===== src/sv/ibn_pkg.sv =====
// Shared types and constants for the int8 batch normalization pipeline.
// Depends on nothing; every other file refers to it by scoped names.
package ibn_pkg;

    localparam int SqrtSteps = 16;
    localparam int DivSteps  = 49;
    localparam int ResMax    = 127;
    localparam int ResMin    = -128;

    typedef enum logic {
        ACT_LOAD = 1'b0,
        ACT_NORM = 1'b1
    } t_action;

    typedef struct packed {
        logic               action;
        logic signed [7:0]  sample;
        logic signed [31:0] chan_mean_in;
        logic [30:0]        chan_variance_in;
        logic signed [7:0]  chan_gamma_in;
        logic signed [7:0]  chan_beta_in;
    } t_in_beat;

    typedef struct packed {
        logic signed [7:0] result_value;
        logic              clipped;
    } t_out_beat;

    // Per-sample coefficients that ride along with the quotient.
    typedef struct packed {
        logic              neg;
        logic signed [7:0] gamma;
        logic signed [7:0] beta;
    } t_coef;

endpackage


===== src/sv/ibn_scale.sv =====
// Sign restore, gamma multiply, shift, beta add and int8 saturation.
// Depends on ibn_pkg; its last register is the block's output register.
module ibn_scale (
    input  logic               i_clk,
    input  logic               i_rst_n,
    input  logic               i_adv,
    input  logic               i_valid,
    input  logic [48:0]        i_quot,
    input  ibn_pkg::t_coef     i_coef,
    output logic               o_valid,
    output ibn_pkg::t_out_beat o_beat
);

    logic                r_n_vld;
    logic signed [49:0]  r_norm;
    logic signed [7:0]   r_n_gamma;
    logic signed [7:0]   r_n_beta;

    logic                r_m_vld;
    logic signed [57:0]  r_prod;
    logic signed [7:0]   r_m_beta;

    logic                r_o_vld;
    ibn_pkg::t_out_beat  r_out;

    logic signed [57:0]  w_sum;
    ibn_pkg::t_out_beat  n_out;

    always_ff @(posedge i_clk) begin
        if (!i_rst_n) begin
            r_n_vld <= 1'b0;
            r_m_vld <= 1'b0;
            r_o_vld <= 1'b0;
        end else if (i_adv) begin
            r_n_vld <= i_valid;
            r_m_vld <= r_n_vld;
            r_o_vld <= r_m_vld;
        end
    end

    assign w_sum = (r_prod >>> 16) + 58'(r_m_beta);

    always_comb begin
        if (w_sum > 58'(ibn_pkg::ResMax)) begin
            n_out.result_value = 8'(ibn_pkg::ResMax);
            n_out.clipped      = 1'b1;
        end else if (w_sum < 58'(ibn_pkg::ResMin)) begin
            n_out.result_value = 8'(ibn_pkg::ResMin);
            n_out.clipped      = 1'b1;
        end else begin
            n_out.result_value = w_sum[7:0];
            n_out.clipped      = 1'b0;
        end
    end

    always_ff @(posedge i_clk) begin
        if (i_adv) begin
            r_norm    <= i_coef.neg ? -$signed({1'b0, i_quot}) : $signed({1'b0, i_quot});
            r_n_gamma <= i_coef.gamma;
            r_n_beta  <= i_coef.beta;
            r_prod    <= 58'(r_norm) * 58'(r_n_gamma);
            r_m_beta  <= r_n_beta;
            r_out     <= n_out;
        end
    end

    assign o_valid = r_o_vld;
    assign o_beat  = r_out;

endmodule


===== config.mk =====
export PLATFORM = sky130hd
export DESIGN_NAME = ibn_scale
export DESIGN_NICKNAME = d
export VERILOG_FILES = /design/src/sv/ibn_pkg.sv /design/src/sv/ibn_scale.sv
export SDC_FILE = /design/constraint.sdc
export NUM_CORES = 1
export LEC_CHECK = 0
export ABC_CLOCK_PERIOD_IN_PS = 5900
export BUFFER_PORTS_ARGS = -buffer_cell sky130_fd_sc_hd__buf_2
export CAP_MARGIN = 20
export CELL_PAD_IN_SITES_DETAIL_PLACEMENT = 2
export CELL_PAD_IN_SITES_GLOBAL_PLACEMENT = 2
export CORE_ASPECT_RATIO = 2
export CORE_MARGIN = 1
export CORE_UTILIZATION = 38
export CTS_CLUSTER_SIZE = 40
export DETAILED_ROUTE_END_ITERATION = 6
export GPL_ROUTABILITY_DRIVEN = 0
export PLACE_DENSITY = 0.91
export SLEW_MARGIN = 30
export SYNTH_ARGS = -nofsm -noshare
export SYNTH_HDL_FRONTEND = slang
export SYNTH_SLANG_ARGS = --single-unit

===== constraint.sdc =====
create_clock -name i_clk -period 5.9 [get_ports i_clk]
set_input_delay 0.885 -clock i_clk [delete_from_list [all_inputs] [get_ports i_clk]]
set_output_delay 0.885 -clock i_clk [all_outputs]
set_load 0.005 [all_outputs]

# [Word-level counts from Yosys, hierarchy flattened]
# Index checks and enable logic that the tools add are counted.
# Widths: inputs -> output; s select.
[totals] output_inout_bits=10 reg_bits=144 inputBits=70
[classes] add_sub_neg=2 order_cmp=2 n_mul=1 muxes=2
[op_table] operator="$mul 50x8->58" n=1
[op_table] operator="$neg 49->50" n=1
[op_table] operator="$mux 49" n=1
[op_table] operator="$add 42x8->43" n=1
[op_table] operator="$gt 43x8->1 const B" n=1
[op_table] operator="$lt 43x8->1 const B" n=1
[op_table] operator="$mux 9" n=1

# [Logic depth before layout (Yosys ltp)]
[logic_depth] word_depth=3 depth_mapped=24 ltp_nobuf=21

# [Least setup slack after synthesis]
# OpenSTA, ideal clock, no wires.
[synth_timing] path_kind="register -> register" from="register r_n_gamma[7]" to="register r_prod[57], data pin" stages_incl_launch_ff=22 t_arrival_ns=5.757 setup_slack_ns=-0.117 period_less_slack_ns=6.017 n_path_buf=1 required_time_ns=5.640 cell_sequence="edfxtp_1 > inv_2 > buf_1 > nor2_1 > fa_1 > fa_1 > fa_1 > inv_1 > fa_1 > inv_1 > ha_1 > a21o_1 > a21o_1 > a221oi_1 > o221ai_1 > a41oi_1 > o21ai_0 > o2bb2ai_1 > o21a_1 > o41ai_1 > o21bai_1 > xnor2_1"
[synth_via] elab_chain_len=1
[synth_rtl] element="from (decl)" line_no="ibn_scale.sv:16" text="logic signed [7:0] r_n_gamma;"
[synth_rtl] element="from (signal assigned)" line_no="ibn_scale.sv:59" text="r_n_gamma <= i_coef.gamma;"
[synth_rtl] element="$mul 50x8->58" line_no="ibn_scale.sv:61" text="r_prod <= 58'(r_norm) * 58'(r_n_gamma);"
[synth_rtl] element="to (signal assigned)" line_no="ibn_scale.sv:61"
[synth_rtl] element="to (decl)" line_no="ibn_scale.sv:20" text="logic signed [57:0] r_prod;"
# Every way passes these cells.
# A chain may end at the register's enable or synchronous reset.

# [Worst setup path after layout]
[layout_timing] from="register r_n_gamma[6]" to="register r_prod[43], data pin"
# The elaborated chain is that of the path after synthesis.

==> flow_metrics.env <==
export IMPL_outcome="finished with violations"
export IMPL_violations="DRC, setup timing"
export IMPL_grt_ovfl_total=0
export IMPL_cts_max_path_buffers=2
export IMPL_cts_tree="yes"
export IMPL_synthCells=2196
export IMPL_clkSlewWorstSetupHoldPaths_ps=90
export IMPL_dieArea_um2=55140
export IMPL_ys_types=67
export IMPL_finalWorstSetupSlack_ps=-1157
export IMPL_cts_made_buffers=17
export IMPL_grt_usage_pct=40.32
export IMPL_place_area_um2=22610
export IMPL_fin_skew_ps=33.83
export IMPL_required_ps=6170
export IMPL_fin_crit_sh_pct=119.6
export IMPL_maxSlewHeadroom_pct=34.84
export IMPL_dp_hpwl_mm=65.99
export IMPL_syn_area_per_cell_um2=9.370
export IMPL_grt_pass1_wl_mm=157.6
export IMPL_place_port_buffers=79
export IMPL_synth_flop_cell="edfxtp_1"
export IMPL_core_um2=53450
export IMPL_critPathKind="reg2reg"
export IMPL_hp_class="reg2reg"
export IMPL_final_common_cell="inv_1"
export IMPL_critical_path_max_fanout=15
export IMPL_first_pass_iters=7
export IMPL_fin_area_um2=25350
export IMPL_r2r_start="r_n_gamma[6]$_DFFE_PP_"
export IMPL_wl_per_cell_um=41.19
export IMPL_crit_path_start_kind="flip-flop"
export IMPL_yosysSeqAreaShare_pct=18.53
export IMPL_whs_path_depth=0
export IMPL_cts_root_buf="clkbuf_16"
export IMPL_h_tree_depth=4
export IMPL_synth_area_um2=20580
export IMPL_end_kind="flip-flop"
export IMPL_async_flop_share_pct=0
export IMPL_synth_seq_cells=128
export IMPL_worstHoldStart="r_n_beta[1]$_DFFE_PP_"
export IMPL_fin_nets=2969
export IMPL_layout_common_cells="387 x inv_1, 300 x and2_1, 275 x fa_1"
export IMPL_die_h_um=331.1
export IMPL_cts_sinks=128
export IMPL_synth_nets=2726
export IMPL_num_rows=120
export IMPL_report_final_setup_viol=39
export IMPL_clk_latency_ps=520
export IMPL_postCtsHoldBufs=0
export IMPL_die_w_um=166.5
export IMPL_synth_edf_count=125
export IMPL_rsz0062_at_grt="yes"
export IMPL_vias=20620
export IMPL_yosys_warnings=0
export IMPL_arrival_ps=7330
export IMPL_r2r_cells=21
export IMPL_routed_wl_mm=128.8
export IMPL_grt_antenna_before_repair=8
export IMPL_avgViaCountPerCell=6.593
export IMPL_io_pins=80
export IMPL_drt_iter0_drc=1693
export IMPL_finalMaxSlewViolations=0
export IMPL_grt_max_degree=83
export IMPL_finalHoldViolCount=0
export IMPL_max_freq_mhz=141.7
export IMPL_worst_slew_pin_slew_ps=963.8
export IMPL_ant_nets=0
export IMPL_areaGrowthSynthToFinish_pct=23.21
export IMPL_drc=4
export IMPL_initial_core_util_pct=38.50
export IMPL_post_route_min_period_ps=7057
export IMPL_cap_violations=0
export IMPL_drive_gt1_share_pct=22.92
export IMPL_crit_start="r_n_gamma[6]$_DFFE_PP_"
export IMPL_grt_pass1_vias=22500
-- cell usage after synthesis (27+ instances only) --
cell / number / share of area (%)
ha_1: 154 / 9.4
edfxtp_1: 125 / 18
xnor2_1: 93 / 4.0
xor2_1: 27 / 1.1
a21oi_1: 75 / 1.8
nor2_1: 113 / 2.1
a21o_1: 30 / 1.1
fa_1: 306 / 30
clkbuf_1: 60 / 1.1
nand2_1: 120 / 2.2
inv_1: 415 / 7.6
and2_1: 306 / 9.3
o21ai_0: 73 / 1.8
-- sequential cells by signal, indices dropped and copies added (netlist names) --
register	flops
r_norm	50
r_prod	42
o_beat	9
r_m_beta	8
r_n_beta	8
r_n_gamma	8
o_valid	1
r_m_vld	1
r_n_vld	1
-- kinds of logic after synthesis --
group                      share of synthesized area, %
AOI/OAI and AO/OA                                 10.07
DFF                                               18.53
buffers and inverters                             8.756
adders and majority gates                         39.13
xor gates and xnor gates                          5.108
and+or+nand+nor                                   18.21
muxes                                            0.1946
-- critical path, stage by stage, from the launching register on --
cell and delay [ps]:
edfxtp_1 490, buf_4 200, buf_6 160, and2_1 330, fa_1 980, fa_1 560, fa_1 590, inv_1 90
fa_1 540, inv_1 50, ha_1 330, and3_1 210, a22o_1 240, o21ai_4 250, buf_4 180, nand3_1 100
a41oi_2 270, a211oi_4 110, o31ai_4 350, nor2b_4 260, o21bai_1 140, xor2_1 350
-- final cells by class --
type | instances | area, um^2
fillers | 5551 | 28100
clock buffers | 17 | 425.4
clock inverters | 15 | 137.6
inverters | 417 | 1575
multi-input cells | 1588 | 16230
diodes | 5 | 12.51
flip-flops and latches | 128 | 3814
repair buffers | 287 | 2320
well taps | 671 | 839.6
-- path summary, 6_finish.rpt --
path | to | slack [ps]
max | r_prod[43]$_DFFE_PP_ | -1160
min | r_m_beta[1]$_DFFE_PP_ | 430
max reg2reg | r_prod[43]$_DFFE_PP_ | -1160
min reg2reg | r_m_beta[1]$_DFFE_PP_ | 430
-- stage by stage --
step	util [%]	TNS [ps]	instances	hold WS, ps	setup WS, ps
finish	47.43	-23160	3128	430.6	-1157
global route	47.41	-22700	3124	439.0	-1100
CTS	45.57	-1303	3095	422.2	-275.9
detailed placement	42.31	-7943	3012	411.8	-882.5
global placement	42.31	-1229	3012	402.6	-369.4
floorplan	-	0	2196	400.3	13.81
-- routing by layer --
metal / vias up / GRT usage (%) / share of wire, % / routed length [um]
li1: 7571 / - / - / -
met1: 10380 / 41.67 / 32 / 40700
met2: 1758 / 70.36 / 46 / 59800
met3: 911 / 7.710 / 10 / 12980
met4: 8 / 35.02 / 12 / 15230
met5: - / 0 / 0.089 / 115
-- repair_timing --
item	CTS	global route
pin swaps	94	121
hold endpoints to repair	0	0
buffers inserted	52	43
resized for setup	165	207
setup endpoints to repair	36	36
cloned	2	0
Power is left out: the tool's default activity adds up to more than one toggle a clock period on the data nets, which glitch-free logic cannot reach.
