$ cat src/sv/ibn_pkg.sv
// Shared types and constants for the int8 batch normalization pipeline.
// Depends on nothing; every other file refers to it by scoped names.
package ibn_pkg;

    localparam int SqrtSteps = 16;
    localparam int DivSteps  = 49;
    localparam int ResMax    = 127;
    localparam int ResMin    = -128;

    typedef enum logic {
        ACT_LOAD = 1'b0,
        ACT_NORM = 1'b1
    } t_action;

    typedef struct packed {
        logic               action;
        logic signed [7:0]  sample;
        logic signed [31:0] chan_mean_in;
        logic [30:0]        chan_variance_in;
        logic signed [7:0]  chan_gamma_in;
        logic signed [7:0]  chan_beta_in;
    } t_in_beat;

    typedef struct packed {
        logic signed [7:0] result_value;
        logic              clipped;
    } t_out_beat;

    // Per-sample coefficients that ride along with the quotient.
    typedef struct packed {
        logic              neg;
        logic signed [7:0] gamma;
        logic signed [7:0] beta;
    } t_coef;

endpackage

$ cat src/sv/ibn_div.sv
// Pipelined restoring divider: |diff| * 65536 / d, one quotient bit per stage.
// Depends on ibn_pkg for the stage count and the coefficient struct.
module ibn_div (
    input  logic                i_clk,
    input  logic                i_rst_n,
    input  logic                i_adv,
    input  logic                i_valid,
    input  logic signed [32:0]  i_diff,
    input  logic [15:0]         i_den,
    input  ibn_pkg::t_coef      i_coef,
    output logic                o_valid,
    output logic [48:0]         o_quot,
    output ibn_pkg::t_coef      o_coef
);

    logic           r_a_vld;
    logic [32:0]    r_a_mag;
    logic [15:0]    r_a_den;
    ibn_pkg::t_coef r_a_coef;

    logic           r_vld  [ibn_pkg::DivSteps];
    logic [48:0]    r_nq   [ibn_pkg::DivSteps];
    logic [15:0]    r_rem  [ibn_pkg::DivSteps];
    logic [15:0]    r_den  [ibn_pkg::DivSteps];
    ibn_pkg::t_coef r_coef [ibn_pkg::DivSteps];

    // Magnitude stage: the divider works on the absolute value.
    always_ff @(posedge i_clk) begin
        if (!i_rst_n) begin
            r_a_vld <= 1'b0;
        end else if (i_adv) begin
            r_a_vld <= i_valid;
        end
    end

    always_ff @(posedge i_clk) begin
        if (i_adv) begin
            r_a_mag  <= i_diff[32] ? 33'(-i_diff) : 33'(i_diff);
            r_a_den  <= i_den;
            r_a_coef <= '{neg: i_diff[32], gamma: i_coef.gamma, beta: i_coef.beta};
        end
    end

    for (genvar k = 0; k < ibn_pkg::DivSteps; k++) begin : g_step
        logic [48:0]    w_nq;
        logic [15:0]    w_rem;
        logic [15:0]    w_den;
        ibn_pkg::t_coef w_coef;
        logic           w_vld;
        logic [16:0]    w_try;
        logic           w_ge;

        if (k == 0) begin : g_first
            assign w_nq   = {r_a_mag, 16'd0};
            assign w_rem  = '0;
            assign w_den  = r_a_den;
            assign w_coef = r_a_coef;
            assign w_vld  = r_a_vld;
        end else begin : g_next
            assign w_nq   = r_nq[k-1];
            assign w_rem  = r_rem[k-1];
            assign w_den  = r_den[k-1];
            assign w_coef = r_coef[k-1];
            assign w_vld  = r_vld[k-1];
        end

        assign w_try = {w_rem, w_nq[48]};
        assign w_ge  = (w_try >= {1'b0, w_den});

        always_ff @(posedge i_clk) begin
            if (!i_rst_n) begin
                r_vld[k] <= 1'b0;
            end else if (i_adv) begin
                r_vld[k] <= w_vld;
            end
        end

        always_ff @(posedge i_clk) begin
            if (i_adv) begin
                r_nq[k]   <= {w_nq[47:0], w_ge};
                r_rem[k]  <= w_ge ? 16'(w_try - {1'b0, w_den}) : w_try[15:0];
                r_den[k]  <= w_den;
                r_coef[k] <= w_coef;
            end
        end
    end

    assign o_valid = r_vld[ibn_pkg::DivSteps-1];
    assign o_quot  = r_nq[ibn_pkg::DivSteps-1];
    assign o_coef  = r_coef[ibn_pkg::DivSteps-1];

endmodule

$ cat config.mk
export PLATFORM = sky130hd
export DESIGN_NAME = ibn_div
export DESIGN_NICKNAME = d
export VERILOG_FILES = /design/src/sv/ibn_pkg.sv /design/src/sv/ibn_div.sv
export SDC_FILE = /design/constraint.sdc
export NUM_CORES = 2
export LEC_CHECK = 0
export BUFFER_PORTS_ARGS = -buffer_cell sky130_fd_sc_hd__buf_4
export CAP_MARGIN = 20
export CORE_MARGIN = 4
export CORE_UTILIZATION = 66
export CTS_BUF_LIST = sky130_fd_sc_hd__clkbuf_8
export DETAILED_ROUTE_END_ITERATION = 16
export PLACE_DENSITY = 0.85
export RECOVER_POWER = 100
export SLEW_MARGIN = 20
export SYNTH_ARGS = -nofsm -noshare
export SYNTH_HDL_FRONTEND = slang
export SYNTH_MEMORY_MAX_BITS = 65536
export SYNTH_SLANG_ARGS = --single-unit
$ cat constraint.sdc
create_clock -name i_clk -period 3.55 [get_ports i_clk]
set_input_delay 0.5325 -clock i_clk [delete_from_list [all_inputs] [get_ports i_clk]]
set_output_delay 0.5325 -clock i_clk [all_outputs]
set_load 0.03 [all_outputs]
# After elaboration in Yosys (flattened, before gate mapping)
# Memory sizes are Yosys's and may differ from the RTL's.
# Cells that the tools add are included.
[op_classes]
add_sub_neg = 50
magnitude_cmp = 49
muxes = 104
bitwise_logic = 49
[op_table]
columns = ["cell", "count"]
rows = [
  ["17-bit by 16-bit greater-or-equal comparator with 1-bit output", 48],
  ["16-bit two-way mux", 49],
  ["16-bit subtractor", 48],
  ["1-bit two-way mux", 54],
  ["1-bit OR", 49],
  ["33-bit negation", 1],
  ["32-bit two-way mux", 1],
  ["1-bit by 16-bit greater-or-equal comparator with 1-bit output", 1],
  ["1-bit by 16-bit subtractor with 16-bit output", 1],
]
[totals]
register_bits = 67
mem_bits_rw = 4851
input_bits = 70
out_inout_bits = 67
wordCells = 264
memories = 5
[mem_list]
columns = ["memory", "words", "width", "read_ports", "rd_ports_with_merged_regs", "wr", "line_no", "rtl"]
rows = [
  ["r_nq", 49, 49, 49, 0, 49, "ibn_div.sv:22", "logic [48:0] r_nq [ibn_pkg::DivSteps];"],
  ["r_coef", 49, 17, 49, 0, 49, "ibn_div.sv:25", "ibn_pkg::t_coef r_coef [ibn_pkg::DivSteps];"],
  ["r_den", 49, 16, 48, 0, 49, "ibn_div.sv:24", "logic [15:0] r_den [ibn_pkg::DivSteps];"],
  ["r_rem", 49, 16, 48, 0, 49, "ibn_div.sv:23", "logic [15:0] r_rem [ibn_pkg::DivSteps];"],
  ["r_vld", 49, 1, 49, 0, 49, "ibn_div.sv:21", "logic r_vld [ibn_pkg::DivSteps];"],
]

# Logic depth before layout (Yosys ltp)
[depth]
depth_word = 4
mapped_depth = 13
depth_no_buf = 12

# Least setup slack after synthesis
# OpenSTA, ideal clock, no wires.
[synth_timing]
path_kind = "reg2reg"
start = "mem r_den[42][1], in the netlist r_den[2][161]"
end = "mem r_rem[43][8], in the netlist r_rem[2][184] (data pin)"
setup_time_ns = 0.260
t_arrival_ns = 2.804
t_required_ns = 3.290
slack_ns = 0.486
stages_incl_launch_ff = 12
n_path_buf = 1
period_less_slack_ns = 3.064
cell_sequence = "edfxtp_1 -> inv_1 -> ha_1 -> nor2b_1 -> o31a_1 -> o21ai_1 -> a311oi_1 -> nor3_1 -> o21ai_1 -> a211oi_2 -> buf_2 -> mux2_2"
[synth_lines]
columns = ["item", "line_no"]
rows = [
  ["start: declaration", "ibn_div.sv:24"],
  ["end: declaration", "ibn_div.sv:23"],
]

==> metrics <==
min cycle time layout approximately 3.5 ns; DR WL/cell approximately 19 um; R2R Path End r_rem[0][210]$_DFFE_PP_; CTS tree built; Seq/Total Area, Yosys around 73%; initial antenna violation count 5; vias in the first global route 95,558; failing checks max-capacitance violations, max-slew violations; most common cell in the synthesized netlist edfxtp_1; vias post-DR 92,844; number of synthesized flops with an enable pin approximately 4,200; GR Util All Layers a little under a quarter; post-synth top area share ~73%; I/O Buffers 135; fin nets 12,946; setup ws final a little under 0.05 ns; slew margin rel. -79.3%; Num CTS Buffers between 600 and 700; Reg-to-Reg Start r_den[0][193]$_DFFE_PP_; Setup violations, final 0; Leakage around 74 nW; Horiz. Die Dim roughly 520 um; clk root buf clkbuf_8; synth warn 0; Avg Synthesized Cell Area around 16 um^2; min-delay src i_diff[31]; Final HPWL DP approximately 200 mm; Final Hold Fails 0; remaining global-route overflow 0; Mapped Cells approximately 11,000; fmax 286 MHz; Slew Viols, Final about 1,600; largest area contributor in the netlist edfxtp_1; average vias per placed instance just under 6; Placer Congestion 0.909; CTS sink count 4,238; crit path max fanout 17; hold depth 3; Netlist cell types 87; pre-CTS setup slack around 0.16 ns; Worst setup EP type flip-flop; Area growth, synth to finish 11.0%; top post-synthesis cells by area edfxtp_1 73%, ha_1 5.5%, mux2_2 2.9%; H-tree depth 6; Synth top cells by count 4,236 x edfxtp_1, 971 x inv_1, 770 x ha_1, 536 x nor2_1, 484 x nand2_1; Required @ worst endpoint 4.42 ns; met2 usage between 30% and 40%; hold endpoint r_a_mag[31]$_DFFE_PP_; flop-to-flop setup slack about 0.05 ns; Die ar. between 0.2 and 0.3 mm^2; Top Usage Layer GRT met2; CP Launch Type flip-flop; clk buf depth 4; Synth Flop Type edfxtp_1; Post-Syn Nets 11,961; mapped cell area approximately 0.17 mm^2; CORE AREA approximately 0.26 mm^2; Arr. time, crit path between 4 and 5 ns; drt drc 0; Skew-Pair Late Insertion Delay between 1 and 1.5 ns; Worst-Margin Slew 2.69 ns; I/O Pins about 140; status finished, violations left; first-pass GRT wire length between 400 and 500 mm; drt total wl around 310 mm; initial core utilization 66.4%; final setup TNS 0 ns; type of the tightest min-delay check primary input to flip-flop; ratio of cells with drive above 1 in the final layout between 10% and 20%; Clock transition at path regs roughly 0.060 ns; met3 Use GR under 10%; Die H about 520 um; initial drt markers between 7,000 and 8,000; Final period util a little under 100%; grt met1 use 28.7%; R2R cell count 12; site row count ~190; antenna viol nets, final 0; Crit Path Category flip-flop to flip-flop; TritonRoute pass-1 iters 12; power consumption 156 mW; maximum vdd drop about 0.51 mV; Post-Route Skew around 0.055 ns; Post-Route Utilization 73.7%; Max Cap Viol 22; Seq cells post-synth around 4,200; largest net degree at the start of global routing ~170; ys async rst share 0%; cell area power density ~810 mW/mm^2; RSZ-0062 raised after global routing false
-- critical path, stage by stage, from the launching register on --
cell and delay [ns]:
edfxtp_1 0.44, inv_1 0.09, ha_1 0.24, nor2b_1 0.14, o21ai_0 0.25, a21oi_1 0.16, o41ai_1 0.37, clkbuf_1 0.24
o211ai_1 0.13, a21boi_0 0.36, o21ai_0 0.15, clkbuf_2 0.31, mux2_2 0.37
-- report_power, final --
group / switching, mW / internal (mW) / leakage [nW] / total, mW
Combinational: 26.4 / 22.0 / 25.2 / 48.4
Clock: 18.5 / 18.9 / 6.94 / 37.4
Sequential: 4.11 / 65.9 / 41.5 / 70.0
Total: 49.0 / 107 / 73.7 / 156
-- cells in the final DEF (no fill, tap or decap), types with 150 or more instances in the layout --
cell type / n
mux2_2: 418
nor2_1: 536
a21o_1: 150
clkbuf_8: 653
ha_1: 770
inv_1: 1185
nor3_1: 166
xnor2_1: 346
xor2_1: 182
edfxtp_1: 4236
nand2_1: 484
a21oi_1: 483
o21ai_0: 438
-- timing repair --
item | 4_1_cts | 5_1_grt
endpoints found under the hold margin | 150 | 0
gates resized for setup | 0 | 7
endpoints found under the setup margin | 0 | 25
buffers inserted | 0 | 2
hold buffers | 130 | 0
-- state kept, by name, indices dropped and copies added, names as in the netlist --
register,flops
r_nq,1753
g_step.w_vld,1
r_a_mag,33
g_step.w_coef,17
r_rem,768
r_vld,49
r_coef,833
g_step.w_den,16
r_den,768
-- layer usage --
metal	wire length (um)	part of all wire, %	vias to the layer above
met5	13	0.0042	-
met4	11800	3.8	2
met3	15700	5.1	868
met2	158000	51	2840
met1	125000	40	45145
li1	-	-	43989
-- final cells by class --
type,instances,area [um^2]
fillers,15441,69100
well taps,3515,4400
inverters,971,3640
repair buffers,451,3250
clock buffers,653,8990
clock inverters,501,3030
diodes,6,15.0
multi-input cells,5746,42900
flip-flops and latches,4238,127000
-- worst max-delay path by stage --
| stage | startpoint | endpoint | depth (start not counted) |
|---|---|---|---|
| 2_1_floorplan | r_den[2][161]$_DFFE_PP_ | r_rem[2][184]$_DFFE_PP_ | 11 |
| 3_3_place_gp | r_rem[1][49]$_DFFE_PP_ | r_rem[1][78]$_DFFE_PP_ | 10 |
| 3_5_place_dp | r_rem[1][49]$_DFFE_PP_ | r_rem[1][78]$_DFFE_PP_ | 10 |
| 4_1_cts | r_rem[1][49]$_DFFE_PP_ | r_rem[1][78]$_DFFE_PP_ | 10 |
| 5_1_grt | r_den[1][193]$_DFFE_PP_ | r_rem[1][219]$_DFFE_PP_ | 11 |
| 6_report | r_den[0][193]$_DFFE_PP_ | r_rem[0][210]$_DFFE_PP_ | 12 |
-- stage by stage --
stage / std cells / hold slack [ns] / cell area [um^2]
after global routing: 16080 / 0.140 / 193000
final: 16081 / 0.245 / 193000
after detailed placement: 14789 / 0.405 / 181000
after floorplan: 11074 / 0.400 / 174000
after CTS: 16073 / 0.0823 / 195000
after global placement: 14789 / 0.400 / 181000
-- cell families (layout without fill, tap and decap cells) --
family	after synthesis	after routing	synth area share, %
other cells	0	6	0
xor+xnor	528	528	2.65
fa+ha+maj	817	817	6.07
simple gates	2035	2035	5.72
flops	4238	4238	73.0
buf+inv	1090	2576	2.39
mux	521	521	3.31
compound gates	1845	1845	6.84
No activity file was read; power rests on OpenSTA's default activity.
