===== config.mk =====
export PLATFORM = sky130hd
export DESIGN_NAME = ibn_sqrt
export DESIGN_NICKNAME = d
export VERILOG_FILES = /design/src/sv/ibn_pkg.sv /design/src/sv/ibn_sqrt.sv
export SDC_FILE = /design/constraint.sdc
export NUM_CORES = 2
export LEC_CHECK = 0
export BUFFER_PORTS_ARGS = -buffer_cell sky130_fd_sc_hd__buf_2
export CAP_MARGIN = 20
export CORE_UTILIZATION = 44
export CTS_BUF_LIST = sky130_fd_sc_hd__clkbuf_8 sky130_fd_sc_hd__clkbuf_16
export CTS_CLUSTER_SIZE = 30
export DETAILED_ROUTE_END_ITERATION = 12
export GPL_TIMING_DRIVEN = 0
export PLACE_DENSITY_LB_ADDON = 0.2
export RECOVER_POWER = 25
export SLEW_MARGIN = 15
export SYNTH_ARGS = -nofsm -noshare
export SYNTH_HDL_FRONTEND = slang
export SYNTH_SLANG_ARGS = --single-unit

===== constraint.sdc =====
create_clock -name i_clk -period 6.13 [get_ports i_clk]
set_input_delay 1.226 -clock i_clk [delete_from_list [all_inputs] [get_ports i_clk]]
set_output_delay 1.226 -clock i_clk [all_outputs]
set_load 0.05 [all_outputs]

===== src/sv/ibn_pkg.sv =====
// Shared types and constants for the int8 batch normalization pipeline.
// Depends on nothing; every other file refers to it by scoped names.
package ibn_pkg;

    localparam int SqrtSteps = 16;
    localparam int DivSteps  = 49;
    localparam int ResMax    = 127;
    localparam int ResMin    = -128;

    typedef enum logic {
        ACT_LOAD = 1'b0,
        ACT_NORM = 1'b1
    } t_action;

    typedef struct packed {
        logic               action;
        logic signed [7:0]  sample;
        logic signed [31:0] chan_mean_in;
        logic [30:0]        chan_variance_in;
        logic signed [7:0]  chan_gamma_in;
        logic signed [7:0]  chan_beta_in;
    } t_in_beat;

    typedef struct packed {
        logic signed [7:0] result_value;
        logic              clipped;
    } t_out_beat;

    // Per-sample coefficients that ride along with the quotient.
    typedef struct packed {
        logic              neg;
        logic signed [7:0] gamma;
        logic signed [7:0] beta;
    } t_coef;

endpackage


===== src/sv/ibn_sqrt.sv =====
// Pipelined integer square root, one result bit per stage, in front of the datapath.
// Depends on ibn_pkg. Every beat passes through; only load beats use the root.
module ibn_sqrt (
    input  logic              i_clk,
    input  logic              i_rst_n,
    input  logic              i_adv,
    input  logic              i_valid,
    input  ibn_pkg::t_in_beat i_beat,
    input  logic [15:0]       i_eps,
    output logic              o_valid,
    output ibn_pkg::t_in_beat o_beat,
    output logic [15:0]       o_root
);

    logic              r_vld  [ibn_pkg::SqrtSteps];
    ibn_pkg::t_in_beat r_beat [ibn_pkg::SqrtSteps];
    logic [31:0]       r_rem  [ibn_pkg::SqrtSteps];
    logic [31:0]       r_res  [ibn_pkg::SqrtSteps];

    for (genvar k = 0; k < ibn_pkg::SqrtSteps; k++) begin : g_step
        logic [31:0]       w_v;
        logic [31:0]       w_res;
        logic [32:0]       w_try;
        logic [31:0]       w_bit;
        logic              w_vld;
        ibn_pkg::t_in_beat w_beat;

        if (k == 0) begin : g_first
            assign w_v    = {1'b0, i_beat.chan_variance_in} + {16'd0, i_eps};
            assign w_res  = '0;
            assign w_vld  = i_valid;
            assign w_beat = i_beat;
        end else begin : g_next
            assign w_v    = r_rem[k-1];
            assign w_res  = r_res[k-1];
            assign w_vld  = r_vld[k-1];
            assign w_beat = r_beat[k-1];
        end

        assign w_bit = 32'd1 << (30 - 2 * k);
        assign w_try = {1'b0, w_res} + {1'b0, w_bit};

        always_ff @(posedge i_clk) begin
            if (!i_rst_n) begin
                r_vld[k] <= 1'b0;
            end else if (i_adv) begin
                r_vld[k] <= w_vld;
            end
        end

        always_ff @(posedge i_clk) begin
            if (i_adv) begin
                r_beat[k] <= w_beat;
                if ({1'b0, w_v} >= w_try) begin
                    r_rem[k] <= w_v - w_try[31:0];
                    r_res[k] <= (w_res >> 1) + w_bit;
                end else begin
                    r_rem[k] <= w_v;
                    r_res[k] <= w_res >> 1;
                end
            end
        end
    end

    assign o_valid = r_vld[ibn_pkg::SqrtSteps-1];
    assign o_beat  = r_beat[ibn_pkg::SqrtSteps-1];
    assign o_root  = r_res[ibn_pkg::SqrtSteps-1][15:0];

endmodule


# After elaboration in Yosys (flattened, before gate mapping)
# Memories as Yosys holds them, arrays and structs flattened.
# Cells that the tools add are included.
word_totals:
  ff_bits: 0
  ram_bits: 2448
  input_bits: 108
  out_inout_bits: 105
  elab_cells: 264
  n_memories: 4
classes:
  add_sub_neg: 47
  n_lt_le_gt_ge: 16
  n_mux: 149
  n_bitwise: 48
memory_table:
  columns: ["name", "words", "word_bits", "rd", "rd_ports_with_merged_regs", "wr", "line", "text"]
  rows:
  - ["r_beat", 16, 88, 16, 0, 16, "ibn_sqrt.sv:16", "ibn_pkg::t_in_beat r_beat [ibn_pkg::SqrtSteps];"]
  - ["r_rem", 16, 32, 15, 0, 16, "ibn_sqrt.sv:17", "logic [31:0] r_rem [ibn_pkg::SqrtSteps];"]
  - ["r_res", 16, 32, 16, 0, 16, "ibn_sqrt.sv:18", "logic [31:0] r_res [ibn_pkg::SqrtSteps];"]
  - ["r_vld", 16, 1, 16, 0, 16, "ibn_sqrt.sv:15", "logic r_vld [ibn_pkg::SqrtSteps];"]
ops:
  columns: ["operator", "n"]
  rows:
  - ["two-way mux 32 bit", 32]
  - ["greater-or-equal comparator 32 x 33 -> 1 bit", 15]
  - ["subtractor 32 bit", 15]
  - ["two-way mux 1 bit", 117]
  - ["bitwise OR 1 bit", 48]
  - ["adder 32 x 1 -> 33 bit, second input constant", 1]
  - ["adder 32 x 11 -> 33 bit, second input constant", 1]
  - ["adder 32 x 13 -> 33 bit, second input constant", 1]
  - ["adder 32 x 15 -> 33 bit, second input constant", 1]
  - ["adder 32 x 17 -> 33 bit, second input constant", 1]
  - ["adder 32 x 19 -> 33 bit, second input constant", 1]
  - ["adder 32 x 21 -> 33 bit, second input constant", 1]
  - ["adder 32 x 23 -> 33 bit, second input constant", 1]
  - ["adder 32 x 25 -> 33 bit, second input constant", 1]
  - ["adder 32 x 27 -> 33 bit, second input constant", 1]
  - ["adder 32 x 29 -> 33 bit, second input constant", 1]
  - ["adder 32 x 3 -> 33 bit, second input constant", 1]
  - ["adder 32 x 5 -> 33 bit, second input constant", 1]
  - ["adder 32 x 7 -> 33 bit, second input constant", 1]
  - ["adder 32 x 9 -> 33 bit, second input constant", 1]
  - ["adder 31 x 1 -> 32 bit, second input constant", 1]
  - ["adder 31 x 11 -> 32 bit, second input constant", 1]
  - ["adder 31 x 13 -> 32 bit, second input constant", 1]
  - ["adder 31 x 15 -> 32 bit, second input constant", 1]
  - ["other kinds (14)", 14]

# Logic depth before layout (Yosys ltp)
# An unclocked memory read counts as a cell.
depth:
  word_depth: 7
  ltp_mapped: 20
  depth_no_buf: 20

# Worst setup path before layout
# Ideal clock, no wire load.
synth_path:
  kind: "input port to flip-flop"
  startpoint: "input port i_beat[16] (netlist bit)"
  endpoint: "memory r_rem[0][31] (data pin)"
  setup_ns: 0.266
  arrival_ns: 4.852
  t_required_ns: 5.864
  path_slack_ns: 1.011
  cell_stages: 20
  n_path_buf: 0
  cell_sequence: "ha_1 > inv_1 > fa_1 > nor2b_4 > o31a_4 > o31ai_2 > a21o_2 > nand2_1 > nand3_1 > nor2_1 > xnor2_1 > inv_1 > ha_1 > nand3b_1 > or4_1 > nor4_1 > nand4_1 > or4b_4 > o311ai_4 > mux2i_1"
synth_lines:
  columns: ["element", "line", "text"]
  rows:
  - ["start: declaration", "ibn_sqrt.sv:8", "input ibn_pkg::t_in_beat i_beat,"]
  - ["end: declaration", "ibn_sqrt.sv:17", null]

==> parameters.txt <==
Parameter                              Value

Outcome
  Status ... completed

Timing
  Final worst clock skew ... 59.1 ps
  Unrepaired setup endpoints after global routing ... false
  Final Hold Slack ... 387 ps
  Number of slew-limit violations in the final report ... 0
  Least-Margin Pin Slew ... 1090 ps
  Max Freq ... 0.187 GHz
  Final setup viols ... 0
  Time the final worst path needs with I/O delays and setup ... 5350 ps
  Final count of hold timing violations ... 0
  Final sum of negative setup slack ... 0 ps
  Rel. slew slack ... between 20% and 30%
  Fin crit share ... 87.3%

Global route
  Number of global-route vias before repair ... between 30k and 40k
  Antenna violations before repair ... 2
  Leftover overflow at the end of global routing ... 0
  Largest net degree at the start of global routing ... about 160
  First-pass GRT wire length ... 168,000 um
  Overall fraction of global-route tracks in use ... 12.8%

Setup path
  Critical path class ... input port to register
  Required time at the endpoint of the critical path ... 6630 ps
  Worst Setup Start Kind ... input port
  Arrival @ worst endpoint ... 5850 ps
  Maximum fanout count along the critical path ... 154
  Kind of end point of the critical path ... register
  Worst reg-to-reg path cell count ... 12

Placement
  PortBufs ... 212
  Total placed cells including tap cells ... slightly above 6k
  Total placed instance area ... 77,100 sq um
  Final HPWL DP ... between 70,000 and 80,000 um
  Global placement routability congestion ... between 0.8 and 0.9

Drt
  Vias/cell ... ~4.8
  Violation count after the first detailed-route iteration ... 2,165
  Total DRC errors in the routed layout ... 0
  Wire length per cell after detailed routing ... between 15 and 20 um
  Residual antenna-violating net count after detailed routing ... 0
  1st-pass router iterations ... 5
  Post-detailed-routing wire length ... about 110,000 um
  Number of vias after detailed routing ... 31.6k

Final layout
  Fraction of final layout cells with drive strength greater than 1 ... 13.1%
  Most common cell after layout, fill and taps aside ... sky130_fd_sc_hd__edfxtp_1
  Finished Cell Area ... 83,700 sq um
  Filler-free cell count of the finished design ... 6,602
  Number of antenna repair diodes ... 0
  Net count, final ... roughly 4.5k
  Top library cells by usage in the layout, fill and taps aside ... sky130_fd_sc_hd__edfxtp_1 (2,039), sky130_fd_sc_hd__inv_1 (233), sky130_fd_sc_hd__buf_2 (211)
  Signed area change from the synthesized netlist to the final layout ... 15.1%

Yosys
  Yosys warnings ... 0
  Synth async-reset ratio ... 0%
  Flop and latch count out of synthesis ... 2,040
  Post-synthesis cell type count ... 82
  Portion of the post-synthesis area used by sequential elements ... between 80% and 90%
  EDFF count, synth ... 2,039
  Netlist area before placement ... ~73,000 sq um
  Most frequently used flop master after synthesis ... sky130_fd_sc_hd__edfxtp_1
  Post-synth net total ... 4,091
  Number of standard cells after synthesis ... approximately 3.8k
  Synthesized area per cell ... between 15 and 20 sq um

Min path
  Worst hold path type ... register to register
  Instance count along the most critical hold path ... 0

Clock network
  Post-CTS setup-driven buffer insertion count ... 0
  Clock sink count ... 2,040
  Total of hold buffers inserted after clock tree synthesis ... 0
  H-tree depth reported by CTS ... 4
  Resize count post-CTS ... 0
  CTS tree ... built
  Root buffer selected by CTS ... sky130_fd_sc_hd__clkbuf_16
  Post-CTS clock slew at the launch and capture registers of the worst setup and hold paths ... about 60 ps
  Insertion delay of the later-clocked pin in the worst-skew pair ... 830 ps
  CTS Buffer Depth ... 3
  CTS Buf Count ... between 200 and 250

Floorplanning
  Number of top-level design ports ... 213
  Placeable core region ... between 150,000 and 200,000 sq um
  Chip Width ... 409 um
  Vertical extent of the die ... 409 um
  Die Outline Area ... 167,000 sq um
  Starting utilization of the core area ... 44.5%
  Placement Rows ... 148

Power and ir drop
  Leakage ... 29.9 nW
  Power density over the cells ... 370 nW/um^2
  Largest vdd supply drop ... 317 uV

Run
  Maximum Capacitance Violations ... 0
==> worst max-delay path, stage by stage <==
cell	delay (ps)
sky130_fd_sc_hd__buf_12	280
sky130_fd_sc_hd__buf_16	340
sky130_fd_sc_hd__buf_16	450
sky130_fd_sc_hd__buf_16	540
sky130_fd_sc_hd__clkbuf_1	740
sky130_fd_sc_hd__nand4b_1	320
sky130_fd_sc_hd__nor3_1	490
sky130_fd_sc_hd__clkbuf_1	430
sky130_fd_sc_hd__clkbuf_1	430
sky130_fd_sc_hd__o21ai_0	180
==> synth_stat cells, types with 5 or more instances <==
master | n | share of area (%)
sky130_fd_sc_hd__mux2i_1 | 9 | 0.12
sky130_fd_sc_hd__nor2_1 | 125 | 0.65
sky130_fd_sc_hd__o21bai_1 | 9 | 0.093
sky130_fd_sc_hd__a31oi_1 | 5 | 0.043
sky130_fd_sc_hd__or3_1 | 28 | 0.24
sky130_fd_sc_hd__nand3_1 | 38 | 0.26
sky130_fd_sc_hd__o21a_1 | 38 | 0.39
sky130_fd_sc_hd__nor3b_1 | 5 | 0.052
sky130_fd_sc_hd__xor2_1 | 96 | 1.2
sky130_fd_sc_hd__and3_1 | 25 | 0.22
sky130_fd_sc_hd__clkbuf_1 | 49 | 0.25
sky130_fd_sc_hd__mux2_2 | 7 | 0.11
sky130_fd_sc_hd__a21o_1 | 45 | 0.46
sky130_fd_sc_hd__nor4_1 | 66 | 0.57
sky130_fd_sc_hd__xnor2_1 | 120 | 1.4
sky130_fd_sc_hd__nand4_1 | 30 | 0.26
sky130_fd_sc_hd__edfxtp_1 | 2039 | 84
sky130_fd_sc_hd__a21oi_1 | 104 | 0.72
sky130_fd_sc_hd__and4b_1 | 8 | 0.11
sky130_fd_sc_hd__or2_2 | 10 | 0.086
sky130_fd_sc_hd__o21ai_0 | 139 | 0.96
sky130_fd_sc_hd__a211oi_1 | 13 | 0.13
sky130_fd_sc_hd__inv_1 | 195 | 1.0
sky130_fd_sc_hd__ha_1 | 166 | 2.9
sky130_fd_sc_hd__nor2b_1 | 23 | 0.20
sky130_fd_sc_hd__nor4b_1 | 22 | 0.26
sky130_fd_sc_hd__nor3_1 | 87 | 0.60
sky130_fd_sc_hd__nand3b_1 | 6 | 0.062
sky130_fd_sc_hd__or4_1 | 6 | 0.062
sky130_fd_sc_hd__o31ai_1 | 10 | 0.10
sky130_fd_sc_hd__nand2_1 | 168 | 0.87
sky130_fd_sc_hd__nand2b_1 | 41 | 0.35
sky130_fd_sc_hd__nand4b_1 | 8 | 0.096
==> worst paths after layout <==
path,start,end,slack [ps]
worst max-delay path,i_adv,r_rem[1][204],780
worst min-delay path,r_beat[1][536],r_beat[1][624],390
worst max register to register,r_rem[1][134],r_rem[1][170],2000
worst min register to register,r_beat[1][536],r_beat[1][624],390
==> logic make-up after synthesis <==
family                   synth area share, %
AO/OA/AOI/OAI                           3.62
adder cells (fa/ha/maj)                 2.88
AND/OR/NAND/NOR                         5.14
multiplexers                           0.232
flip-flops                              84.2
buffers and inverters                   1.28
XOR/XNOR                                2.60
==> flip-flops by register name (all words and copies together) (netlist names) <==
signal,count
r_beat,1408
r_rem,480
r_res,136
r_vld,16
==> layer usage <==
metal | global-route usage (%) | routed length [um]
met1 | 16.4 | 47100
met2 | 20.7 | 51100
met3 | 2.77 | 4840
met4 | 6.02 | 4140
met5 | 0 | 0
==> through the flow <==
| step | total power, mW | utilization (%) | setup WS [ps] |
|---|---|---|---|
| floorplan | 18.6 | - | 1010 |
| global placement | 19.7 | 46.8 | -20450 |
| detailed placement | 19.4 | 47.2 | -97.3 |
| CTS | 31.4 | 51.2 | 789 |
| global route | 32.2 | 51.2 | 386 |
| finish | 30.9 | 51.2 | 781 |
==> report_power, final <==
part,total [mW],internal (mW),switching (mW)
Clock,11.9,6.80,5.08
Combinational,1.99,0.761,1.23
Sequential,17.1,16.6,0.446
Total,30.9,24.2,6.76
==> area by class of cell <==
cell class | count | area, sq um
plain buffers | 52 | 219
clock buffers | 205 | 5110
clock inverters | 171 | 1500
fillers | 13200 | 79600
inverters | 195 | 732
multi-input cells | 1529 | 10500
flip-flops and latches | 2040 | 61200
well taps | 2175 | 2720
repair buffers | 235 | 1640
Power figures use the tool's default switching activity.
